File: src/rtl/mjdc_pkg.sv
// Types, constants and the cumulative month-day table shared by the MJD date converter.
package mjdc_pkg;

   // Pipeline depth from accepted word to result strobe
   localparam int unsigned PIPE_DEPTH = 8;

   // Reciprocal multiplications use a common shift
   localparam int unsigned RECIP_SHIFT = 27;

   // Lowest MJD for which the calendar formula holds
   localparam logic [15:0] MJD_MIN = 16'd15079;

   // Year quotient: floor((20*MJD - 301564) / 7305), the 365.25 form scaled by 20
   localparam logic [20:0] YR_SCALE   = 21'd20;
   localparam logic [20:0] YR_OFFSET  = 21'd301564;
   localparam logic [14:0] YR_RECIP   = 15'd18373;   // floor(2^27 / 7305)
   localparam logic [12:0] YR_DIV     = 13'd7305;

   // Whole days in the first yp years: floor(yp * 1461 / 4)
   localparam logic [10:0] QUAD_YEAR_DAYS = 11'd1461;
   localparam logic [15:0] DAY_BASE       = 16'd14956;

   // Month quotient: floor((10000*off - 1000) / 306001)
   localparam logic [13:0] MO_SCALE = 14'd10000;
   localparam logic [22:0] MO_BIAS  = 23'd1000;
   localparam logic [8:0]  MO_RECIP = 9'd438;        // floor(2^27 / 306001)
   localparam logic [18:0] MO_DIV   = 19'd306001;

   localparam logic [10:0] YEAR_BASE = 11'd1900;
   localparam logic [3:0]  MONTHS    = 4'd12;
   localparam logic [3:0]  MP_JAN    = 4'd14;
   localparam logic [3:0]  MP_FEB    = 4'd15;

   typedef struct packed {
      logic [15:0] mjd;
      logic [7:0]  hour_bcd;
      logic [7:0]  minute_bcd;
      logic [7:0]  second_bcd;
   } req_word_type;

   typedef struct packed {
      logic [10:0] year;
      logic [3:0]  month;
      logic [4:0]  day;
      logic [7:0]  hour_out;
      logic [7:0]  minute_out;
      logic [7:0]  second_out;
      logic        date_valid;
   } rsp_word_type;

   typedef struct packed {
      logic [7:0] hour_bcd;
      logic [7:0] minute_bcd;
      logic [7:0] second_bcd;
   } bcd_type;

   // Year stage result handed to the month stage
   typedef struct packed {
      logic        date_ok;
      logic [15:0] mjd;
      logic [7:0]  yp;
      bcd_type     bcd;
   } yr_res_type;

   // Month stage result handed to the output stage
   typedef struct packed {
      logic        date_ok;
      logic [7:0]  yp;
      logic [8:0]  off;
      logic [3:0]  mp;
      bcd_type     bcd;
   } mo_res_type;

   // floor(mp * 30.6001)
   function automatic logic [8:0] month_days(input logic [3:0] mp);
      logic [8:0] days;
      case (mp)
         4'd0:    days = 9'd0;
         4'd1:    days = 9'd30;
         4'd2:    days = 9'd61;
         4'd3:    days = 9'd91;
         4'd4:    days = 9'd122;
         4'd5:    days = 9'd153;
         4'd6:    days = 9'd183;
         4'd7:    days = 9'd214;
         4'd8:    days = 9'd244;
         4'd9:    days = 9'd275;
         4'd10:   days = 9'd306;
         4'd11:   days = 9'd336;
         4'd12:   days = 9'd367;
         4'd13:   days = 9'd397;
         4'd14:   days = 9'd428;
         default: days = 9'd459;
      endcase
      return days;
   endfunction

endpackage

File: src/rtl/mjdc_year_div.sv
// Three-stage year quotient: scale MJD, multiply by reciprocal, correct by one.
module mjdc_year_div (
   input  logic                     clock,
   input  logic                     reset,
   input  logic                     in_valid,
   input  mjdc_pkg::req_word_type   in_word,
   output logic                     out_valid,
   output mjdc_pkg::yr_res_type     out_res
);
   import mjdc_pkg::*;

   // stage 1
   logic         s1_valid_ff;
   logic [20:0]  s1_num_wide;
   logic [19:0]  s1_num_in, s1_num_ff;
   logic         s1_ok_in, s1_ok_ff;
   req_word_type s1_word_ff;

   // stage 2
   logic         s2_valid_ff;
   logic [34:0]  s2_prod;
   logic [7:0]   s2_quo_in, s2_quo_ff;
   logic [19:0]  s2_num_ff;
   logic         s2_ok_ff;
   req_word_type s2_word_ff;

   // stage 3
   logic         s3_valid_ff;
   logic [19:0]  s3_prod, s3_rem;
   logic [7:0]   s3_yp_in, s3_yp_ff;
   logic         s3_ok_ff;
   req_word_type s3_word_ff;

   assign s1_num_wide = 21'(in_word.mjd) * YR_SCALE - YR_OFFSET;
   assign s1_num_in   = s1_num_wide[19:0];
   assign s1_ok_in    = (in_word.mjd >= MJD_MIN);

   assign s2_prod   = 35'(s1_num_ff) * 35'(YR_RECIP);
   assign s2_quo_in = s2_prod[RECIP_SHIFT +: 8];

   // reciprocal may come out one low: add it back
   assign s3_prod  = 20'(s2_quo_ff) * 20'(YR_DIV);
   assign s3_rem   = s2_num_ff - s3_prod;
   assign s3_yp_in = s2_quo_ff + 8'(s3_rem >= 20'(YR_DIV));

   always_ff @(posedge clock) begin
      if (reset) begin
         s1_valid_ff <= 1'b0;
         s2_valid_ff <= 1'b0;
         s3_valid_ff <= 1'b0;
      end else begin
         s1_valid_ff <= in_valid;
         s2_valid_ff <= s1_valid_ff;
         s3_valid_ff <= s2_valid_ff;
      end
   end

   always_ff @(posedge clock) begin
      s1_num_ff  <= s1_num_in;
      s1_ok_ff   <= s1_ok_in;
      s1_word_ff <= in_word;
      s2_quo_ff  <= s2_quo_in;
      s2_num_ff  <= s1_num_ff;
      s2_ok_ff   <= s1_ok_ff;
      s2_word_ff <= s1_word_ff;
      s3_yp_ff   <= s3_yp_in;
      s3_ok_ff   <= s2_ok_ff;
      s3_word_ff <= s2_word_ff;
   end

   assign out_valid              = s3_valid_ff;
   assign out_res.date_ok        = s3_ok_ff;
   assign out_res.mjd            = s3_word_ff.mjd;
   assign out_res.yp             = s3_yp_ff;
   assign out_res.bcd.hour_bcd   = s3_word_ff.hour_bcd;
   assign out_res.bcd.minute_bcd = s3_word_ff.minute_bcd;
   assign out_res.bcd.second_bcd = s3_word_ff.second_bcd;

endmodule

File: src/rtl/mjdc_month_div.sv
// Four-stage month quotient: day offset, scale, reciprocal multiply, correct by one.
module mjdc_month_div (
   input  logic                  clock,
   input  logic                  reset,
   input  logic                  in_valid,
   input  mjdc_pkg::yr_res_type  in_res,
   output logic                  out_valid,
   output mjdc_pkg::mo_res_type  out_res
);
   import mjdc_pkg::*;

   // stage 4: day offset within the year
   logic        s4_valid_ff;
   logic [17:0] s4_ydays_prod;
   logic [16:0] s4_off_wide;
   logic [8:0]  s4_off_in, s4_off_ff;
   logic [7:0]  s4_yp_ff;
   logic        s4_ok_ff;
   bcd_type     s4_bcd_ff;

   // stage 5: scaled numerator
   logic        s5_valid_ff;
   logic [22:0] s5_num_in, s5_num_ff;
   logic [8:0]  s5_off_ff;
   logic [7:0]  s5_yp_ff;
   logic        s5_ok_ff;
   bcd_type     s5_bcd_ff;

   // stage 6: reciprocal estimate
   logic        s6_valid_ff;
   logic [31:0] s6_prod;
   logic [4:0]  s6_quo_in, s6_quo_ff;
   logic [22:0] s6_num_ff;
   logic [8:0]  s6_off_ff;
   logic [7:0]  s6_yp_ff;
   logic        s6_ok_ff;
   bcd_type     s6_bcd_ff;

   // stage 7: correction
   logic        s7_valid_ff;
   logic [23:0] s7_prod, s7_rem;
   logic [4:0]  s7_mp_wide;
   logic [3:0]  s7_mp_in, s7_mp_ff;
   logic [8:0]  s7_off_ff;
   logic [7:0]  s7_yp_ff;
   logic        s7_ok_ff;
   bcd_type     s7_bcd_ff;

   assign s4_ydays_prod = 18'(in_res.yp) * 18'(QUAD_YEAR_DAYS);
   assign s4_off_wide   = 17'(in_res.mjd) - 17'(DAY_BASE) - 17'(s4_ydays_prod[17:2]);
   assign s4_off_in     = s4_off_wide[8:0];

   assign s5_num_in = 23'(s4_off_ff) * 23'(MO_SCALE) - MO_BIAS;

   assign s6_prod   = 32'(s5_num_ff) * 32'(MO_RECIP);
   assign s6_quo_in = s6_prod[RECIP_SHIFT +: 5];

   assign s7_prod    = 24'(s6_quo_ff) * 24'(MO_DIV);
   assign s7_rem     = 24'(s6_num_ff) - s7_prod;
   assign s7_mp_wide = s6_quo_ff + 5'(s7_rem >= 24'(MO_DIV));
   assign s7_mp_in   = s7_mp_wide[3:0];

   always_ff @(posedge clock) begin
      if (reset) begin
         s4_valid_ff <= 1'b0;
         s5_valid_ff <= 1'b0;
         s6_valid_ff <= 1'b0;
         s7_valid_ff <= 1'b0;
      end else begin
         s4_valid_ff <= in_valid;
         s5_valid_ff <= s4_valid_ff;
         s6_valid_ff <= s5_valid_ff;
         s7_valid_ff <= s6_valid_ff;
      end
   end

   always_ff @(posedge clock) begin
      s4_off_ff <= s4_off_in;
      s4_yp_ff  <= in_res.yp;
      s4_ok_ff  <= in_res.date_ok;
      s4_bcd_ff <= in_res.bcd;

      s5_num_ff <= s5_num_in;
      s5_off_ff <= s4_off_ff;
      s5_yp_ff  <= s4_yp_ff;
      s5_ok_ff  <= s4_ok_ff;
      s5_bcd_ff <= s4_bcd_ff;

      s6_quo_ff <= s6_quo_in;
      s6_num_ff <= s5_num_ff;
      s6_off_ff <= s5_off_ff;
      s6_yp_ff  <= s5_yp_ff;
      s6_ok_ff  <= s5_ok_ff;
      s6_bcd_ff <= s5_bcd_ff;

      s7_mp_ff  <= s7_mp_in;
      s7_off_ff <= s6_off_ff;
      s7_yp_ff  <= s6_yp_ff;
      s7_ok_ff  <= s6_ok_ff;
      s7_bcd_ff <= s6_bcd_ff;
   end

   assign out_valid       = s7_valid_ff;
   assign out_res.date_ok = s7_ok_ff;
   assign out_res.yp      = s7_yp_ff;
   assign out_res.off     = s7_off_ff;
   assign out_res.mp      = s7_mp_ff;
   assign out_res.bcd     = s7_bcd_ff;

endmodule

File: src/rtl/mjdc_date_fmt.sv
// Output stage: day of month, January/February fold, year offset, result register.
module mjdc_date_fmt (
   input  logic                    clock,
   input  logic                    reset,
   input  logic                    in_valid,
   input  mjdc_pkg::mo_res_type    in_res,
   output logic                    out_valid,
   output mjdc_pkg::rsp_word_type  out_word
);
   import mjdc_pkg::*;

   logic         s8_valid_ff;
   logic [8:0]   day_wide;
   logic         jan_feb;
   rsp_word_type s8_word_in, s8_word_ff;

   assign day_wide = in_res.off - month_days(in_res.mp);
   assign jan_feb  = (in_res.mp == MP_JAN) || (in_res.mp == MP_FEB);

   always_comb begin
      s8_word_in.hour_out   = in_res.bcd.hour_bcd;
      s8_word_in.minute_out = in_res.bcd.minute_bcd;
      s8_word_in.second_out = in_res.bcd.second_bcd;
      s8_word_in.date_valid = in_res.date_ok;
      if (in_res.date_ok) begin
         s8_word_in.year  = 11'(in_res.yp) + 11'(jan_feb) + YEAR_BASE;
         s8_word_in.month = in_res.mp - 4'd1 - (jan_feb ? MONTHS : 4'd0);
         s8_word_in.day   = day_wide[4:0];
      end else begin
         s8_word_in.year  = '0;
         s8_word_in.month = '0;
         s8_word_in.day   = '0;
      end
   end

   always_ff @(posedge clock) begin
      if (reset) begin
         s8_valid_ff <= 1'b0;
      end else begin
         s8_valid_ff <= in_valid;
      end
   end

   always_ff @(posedge clock) begin
      s8_word_ff <= s8_word_in;
   end

   assign out_valid = s8_valid_ff;
   assign out_word  = s8_word_ff;

endmodule

File: src/rtl/mjd_utc_to_calendar_date.sv
// Top level of the MJD/UTC time word to calendar date converter.
//
// Input: raise start with req_word (MJD plus hour, minute, second BCD bytes);
// the word is taken at every rising edge where start is high and busy is low.
// busy stays low, so a new word may be taken in every cycle.
// Output: rsp_valid strobes for one cycle with rsp_word; the receiver takes it
// at the edge that ends that cycle and cannot hold it off.
// Throughput: one word per cycle. The depth comes from two reciprocal divides
// (year by 365.25, month by 30.6001), each split into scale, multiply and
// correct stages, one day-offset stage ahead of the month divide, and one
// output register: 3 + 1 + 3 + 1 stages.
// An MJD below 15079 gives year, month and day of zero with date_valid low.
// The BCD bytes ride along unchanged and unchecked.
// Reset clears the valid bits of all stages; words in flight are dropped.
// There is no backpressure on the result side, so no stall logic exists.
module mjd_utc_to_calendar_date (
   input  logic                    clock,
   input  logic                    reset,
   input  logic                    start,
   output logic                    busy,
   input  mjdc_pkg::req_word_type  req_word,
   output logic                    rsp_valid,
   output mjdc_pkg::rsp_word_type  rsp_word
);
   import mjdc_pkg::*;

   logic       req_take;
   logic       yr_valid;
   yr_res_type yr_res;
   logic       mo_valid;
   mo_res_type mo_res;

   // Pipeline never stalls: accept every cycle
   assign busy     = 1'b0;
   assign req_take = start & ~busy;

   // Stages 1-3: year quotient
   mjdc_year_div u_year_div (
      .clock     (clock),
      .reset     (reset),
      .in_valid  (req_take),
      .in_word   (req_word),
      .out_valid (yr_valid),
      .out_res   (yr_res)
   );

   // Stages 4-7: day offset and month quotient
   mjdc_month_div u_month_div (
      .clock     (clock),
      .reset     (reset),
      .in_valid  (yr_valid),
      .in_res    (yr_res),
      .out_valid (mo_valid),
      .out_res   (mo_res)
   );

   // Stage 8: fold January/February, register the result word
   mjdc_date_fmt u_date_fmt (
      .clock     (clock),
      .reset     (reset),
      .in_valid  (mo_valid),
      .in_res    (mo_res),
      .out_valid (rsp_valid),
      .out_word  (rsp_word)
   );

endmodule

File: config.mk
export PLATFORM = sky130hd
export DESIGN_NAME = mjd_utc_to_calendar_date
export DESIGN_NICKNAME = d
export VERILOG_FILES = /design/src/rtl/mjdc_pkg.sv /design/src/rtl/mjdc_year_div.sv /design/src/rtl/mjdc_month_div.sv /design/src/rtl/mjdc_date_fmt.sv /design/src/rtl/mjd_utc_to_calendar_date.sv
export SDC_FILE = /design/constraint.sdc
export NUM_CORES = 1
export LEC_CHECK = 0
export BUFFER_PORTS_ARGS = -buffer_cell sky130_fd_sc_hd__buf_2
export CAP_MARGIN = 20
export CORE_MARGIN = 2
export CORE_UTILIZATION = 55
export CTS_BUF_LIST = sky130_fd_sc_hd__clkbuf_4 sky130_fd_sc_hd__clkbuf_8
export DETAILED_ROUTE_END_ITERATION = 7
export GPL_TIMING_DRIVEN = 0
export PLACE_DENSITY = 0.86
export SETUP_SLACK_MARGIN = 0.3
export SYNTH_ARGS = -nofsm -noshare
export SYNTH_HDL_FRONTEND = slang
export SYNTH_SLANG_ARGS = --single-unit
File: constraint.sdc
create_clock -name clock -period 5 [get_ports clock]
set_input_delay 0.5 -clock clock [delete_from_list [all_inputs] [get_ports clock]]
set_output_delay 0.5 -clock clock [all_outputs]
set_load 0.01 [all_outputs]
Yosys cells after proc, flatten, opt, wreduce, memory -nomap -nowiden. Memory sizes are Yosys's and may differ from the RTL's. A register that Yosys moved wholly into a read port is not among the register bits. Index checks and enable logic that the tools add are counted.

Flip-flop bits (word level): 422. Bits in latches: 0. RAM bits: 0. ROM bits: 144. Bits of input ports: 43. Output and inout port bits: 47. Logic and storage cells: 90. Memories kept: 1.

$add $sub $neg: 13. $mul: 7. Divide/modulo/power cells: 0. Magnitude comparators: 3. Equality and inequality tests: 2. Shifts and indexed selects: 0. Mux-type cells: 1. Bitwise gates (word level): 0. Reductions and logical operators: 1.

Memory list: (name not given) (words 16, width 9, rd ports 1, clocked after Yosys merged registers in 1, write ports 0, line mjdc_pkg.sv:77) `case (mp)`.

Operators with widths (number): $mul 20x15->35 const B (1); $mul 23x8->31 const B (1); $ge 24x19->1 const B (1); $mul 5x19->24 const B (1); $sub 23x24->24 (1); $sub 23x10->23 const B (1); $ge 20x13->1 const B (1); $mul 8x13->20 const B (1); $sub 20x19->20 const B (1); $sub 20x20->20 (1); $mul 9x10->19 const B (1); $mul 16x3->18 const B (1); $ge 16x14->1 const B (1); $add 11x11->11 const B (1); $mul 8x11->11 const B (1); $add 8x1->9 (1); $sub 9x7->9 const B (1); $sub 9x9->9 (1); $add 8x1->8 (1); $eq 4x4->1 const B (2); $sub 5x5->5 (1); $add 4x1->4 (1); $mux 4 (1); $sub 4x1->4 const B (1); 2 further kinds (2).

Longest topological paths before layout.
Depth in word-level cells: 4. Depth in mapped cells: 23. Gate-level depth less buffers: 22.

By module. From an unflattened synthesis, not the netlist that was laid out.

Cell total of the unflattened synthesis: 2363. Area total of the unflattened synthesis: 25849.8 µm².

Modules (own cells, without submodules): mjdc_month_div (times used 1, cells an instance 1124, area each 12404.4 µm², sequential area each 4384.2 µm²); mjdc_year_div (times used 1, cells an instance 1062, area each 11628.7 µm², sequential area each 3563.4 µm²); mjdc_date_fmt (times used 1, cells an instance 175, area each 1805.5 µm², sequential area each 920.9 µm²); mjd_utc_to_calendar_date (times used 1, cells an instance 2, area each 11.3 µm², sequential area each 0.0 µm²).

Worst setup path before layout. No wires, ideal clock.

Path type: register to register. Start: register u_month_div.s6_quo_ff[0]. End: register with a tool-made name. Setup time: 0.134 ns. Data arrival time: 5.313 ns. Data required time: 4.866 ns. Path slack: -0.448 ns. Cell stages (with the launch flop): 21. Path buffers: 0. Period minus slack after synthesis: 5.448 ns. Path through: dfxtp_1 > fa_1 > inv_1 > fa_1 > inv_1 > fa_1 > inv_1 > ha_1 > o21a_1 > nand4_1 > a21oi_2 > nor4_1 > or2_2 > nor4_1 > a211oi_1 > a2111o_1 > ha_1 > ha_1 > inv_1 > ha_1 > mux4_2.

RTL lines: from (decl) (line mjdc_month_div.sv:32) `logic [4:0] s6_quo_in, s6_quo_ff;`; from (signal assigned) (line mjdc_month_div.sv:89) `s6_quo_ff <= s6_quo_in;`.

Final worst setup path.
Start: register u_year_div.s1_num_ff[18]. End: register u_year_div.s2_quo_ff[7].

Longest elaborated chain between the ends: 1.

RTL lines: from (decl) (line mjdc_year_div.sv:15) `logic [19:0] s1_num_in, s1_num_ff;`; from (signal assigned) (line mjdc_year_div.sv:59) `s1_num_ff <= s1_num_in;`; $mul 20x15->35 (line mjdc_year_div.sv:38) `assign s2_prod = 35'(s1_num_ff) * 35'(YR_RECIP);`; via u_year_div.s2_prod[34] (line mjdc_year_div.sv:21) `logic [34:0] s2_prod;`; to (signal assigned) (line mjdc_year_div.sv:62) `s2_quo_ff <= s2_quo_in;`; to (decl) (line mjdc_year_div.sv:22) `logic [7:0] s2_quo_in, s2_quo_ff;`.

The timed path passes the listed nets, and every way through them passes these cells. A chain may end at the register's enable or synchronous reset.

==> results_dict.tcl <==
set metrics [dict create \
    vias 19100 \
    globalplace.congestion 0.889 \
    hpwl_um 39000 \
    post-route-period-util_pct 113 \
    nets 3328 \
    path_clk_slew_ns 0.07 \
    drc_errors 32 \
    synth_cell_types 84 \
    criticalPathCategory "reg2reg" \
    initial_core_util_pct 55.8 \
    root_buffer "clkbuf_8" \
    io_pins 90 \
    yosys.area_share.simple_pct 7.15 \
    grt_max_degree 18 \
    synth-seq-cells 415 \
    cts_tree "yes" \
    max_slew_margin_pct 46.7 \
    worst_pin_slew_ns 0.799 \
    synth_edf_count 0 \
    violations "DRC, setup timing" \
    wl_per_cell_um 22.2 \
    numPortBuffers 88 \
    die-area_mm2 0.0479 \
    synthXorXnorAreaFrac_pct 4.25 \
    seq_area_frac_synth_pct 32.7 \
    avgSynthCellArea_um2 10.8 \
    cts.sink_count 415 \
    critPathMaxFanout 3 \
    synth_top_family_by_area "adder cells" \
    syn_area_mm2 0.0254 \
    numCtsBuffers 58 \
    arrival_ns 6.23 \
    final_common_cell "inv_1" \
    drive_gt1_share_pct 20.6 \
    setup_viol 15 \
    max_freq_mhz 177 \
    die_x_um 219 \
    insertion_delay_ns 0.64 \
    cap_violations 0 \
    antenna_found_initial 0 \
    clockBufferDepth 3 \
    synth_flop_cell "dfxtp_1" \
    syn_nets 3056 \
    cp.required_ns 5.58 \
    worstSetupEndpointType "flop" \
    grt_overflow 0 \
    finalMaxSlewViolations 0 \
    post_synth_mux_area_share_pct 0.385 \
    dr.pass1.iters 8 \
    finalHoldViolCount 0 \
    grt_pass1_vias 20500 \
    viasPerCell 5.88 \
    crit_path_start_kind "flop" \
    synth.yosys.warnings 0 \
    status "complete, but fails checks" \
    synth-compound-area-share_pct 8.50 \
    synth-adder-area-share_pct 40.0 \
    die_y_um 219 \
    min_period_ns 5.65 \
    diodes 0 \
    syn_inst 2340 \
    postRouteAntennaNets 0 \
    rsz0062_at_grt "yes" \
    regToRegSetupSlack_ns -0.65 \
    r2r_cells 17 \
    fin_ws_ns -0.653 \
    hp-class "in2reg" \
    drt_iter0_drc 1577 \
    coreArea_mm2 0.0455 \
    skew_ns 0.0349 \
    final_cell_mix "inv_1, ha_1, dfxtp_1, fa_1, buf_4" \
    tns_ns -4.89 \
    htree_levels 2 \
    grt_pass1_wl_um 102000 \
    num_rows 78 \
    area_delta_synth_final_pct 19.0 \
    wirelength_um 72200 \
    hold_depth 1 \
    grtUsageTotal_pct 26.8 \
    async_flop_share_pct 0 \
]
## metrics by stage
step | hold WS (ns) | instance area (um2) | utilization (%) | cells | setup slack, ns
final | 0.0414 | 30200 | 66.4 | 3257 | -0.653
after global routing | 0.0451 | 30200 | 66.4 | 3257 | -0.714
after CTS | 0.0388 | 29400 | 64.7 | 3226 | -0.355
after detailed placement | 0.312 | 26800 | 58.8 | 3028 | -0.858
after global placement | 0.309 | 26800 | 58.8 | 3028 | -0.713
after floorplan | 0.310 | 25600 | - | 2340 | -0.0582
## critical path, stage by stage, from the launching register on
cell      delay (ns)
dfxtp_4         0.37
buf_4           0.14
ha_1            0.30
inv_1           0.17
fa_1            0.59
inv_1           0.07
fa_1            0.49
fa_1            0.62
ha_1            0.28
ha_1            0.30
ha_1            0.36
or2_2           0.33
a21oi_2         0.31
o21ai_1         0.11
o211ai_1        0.38
a21oi_2         0.14
or4_4           0.53
nand3_2         0.10
## final timing paths
path | startpoint | endpoint
setup / recovery | u_year_div.s1_num_ff[18] | u_year_div.s2_quo_ff[7]
hold / removal | req_word[25] | u_year_div.s1_word_ff[25]
setup reg to reg | u_year_div.s1_num_ff[18] | u_year_div.s2_quo_ff[7]
hold reg to reg | u_year_div.s1_word_ff[27] | u_year_div.s2_word_ff[27]
## synthesized netlist by cell type, drive strengths merged (5+ instances only)
cell type  count  area, um2
a211o          7       61.3
a211oi        15        128
a21o          32        243
a21oi         80        408
a221oi         5       50.0
a311oi         5       50.0
a31oi         16        115
and2          19        119
and3          15       93.8
buf            6       52.6
clkbuf         9       33.8
dfxtp        415       8310
fa           229       4580
ha           444       5560
inv          450       1690
nand2         62        233
nand2b        15       93.8
nand3         29        145
nand4         14       87.6
nor2          76        285
nor2b         25        156
nor3          34        170
nor3b          5       42.5
nor4           6       43.8
nor4b          6       52.6
o211a          5       50.1
o211ai        11       87.6
o21a          22        165
o21ai         55        279
o21bai        10       75.1
o311ai         5       58.8
o31ai          7       52.6
or2           12       75.1
or3           10       63.8
xnor2         83        727
xor2          40        350
## registers in the layout (all words and copies together), names as in the netlist, 9 cells and up, named ones only
register	flops
u_date_fmt.out_word	45
u_month_div.s4_bcd_ff	24
u_year_div.s2_num_ff	18
u_month_div.s5_num_ff	19
u_month_div.out_res	24
u_month_div.s5_bcd_ff	24
u_year_div.s1_num_ff	18
u_year_div.s1_word_ff	33
u_month_div.s6_num_ff	19
u_month_div.s6_bcd_ff	24
u_month_div.s4_off_ff	9
u_year_div.s2_word_ff	33
u_year_div.out_res	33
## cell families (layout without fill, tap and decap cells)
group | count (synthesis) | count (layout)
XOR/XNOR | 123 | 123
AND/OR/NAND/NOR | 346 | 346
other | 1 | 1
AO/OA/AOI/OAI | 310 | 310
flip-flops | 415 | 415
adder cells (fa/ha/maj) | 673 | 673
multiplexers | 7 | 7
buffers and inverters | 465 | 782
## timing repair
action                                  4_1_cts  5_1_grt
resized for setup                           140      120
hold endpoints to repair                     24        0
pin swaps                                    92       88
hold buffers                                 24        0
gates cloned                                  0        1
endpoints found under the setup margin       26       28
buffers inserted                             69       30
## per-layer routing
layer,global-route usage [%],routed length [um]
met1,26.8,23800
met2,50.3,36900
met3,4.81,5240
met4,18.3,6290
met5,0,0
## layout make-up
type | count | area, um2
plain buffers | 15 | 103
clock inverters | 17 | 218
multi-input cells | 1460 | 16400
fillers | 2744 | 15300
inverters | 450 | 1700
flip-flops and latches | 415 | 8440
clock buffers | 88 | 1100
well taps | 600 | 751
repair buffers | 212 | 1470
Power is left out: the tool's default activity adds up to more than one toggle a clock period on the data nets, which glitch-free logic cannot reach.
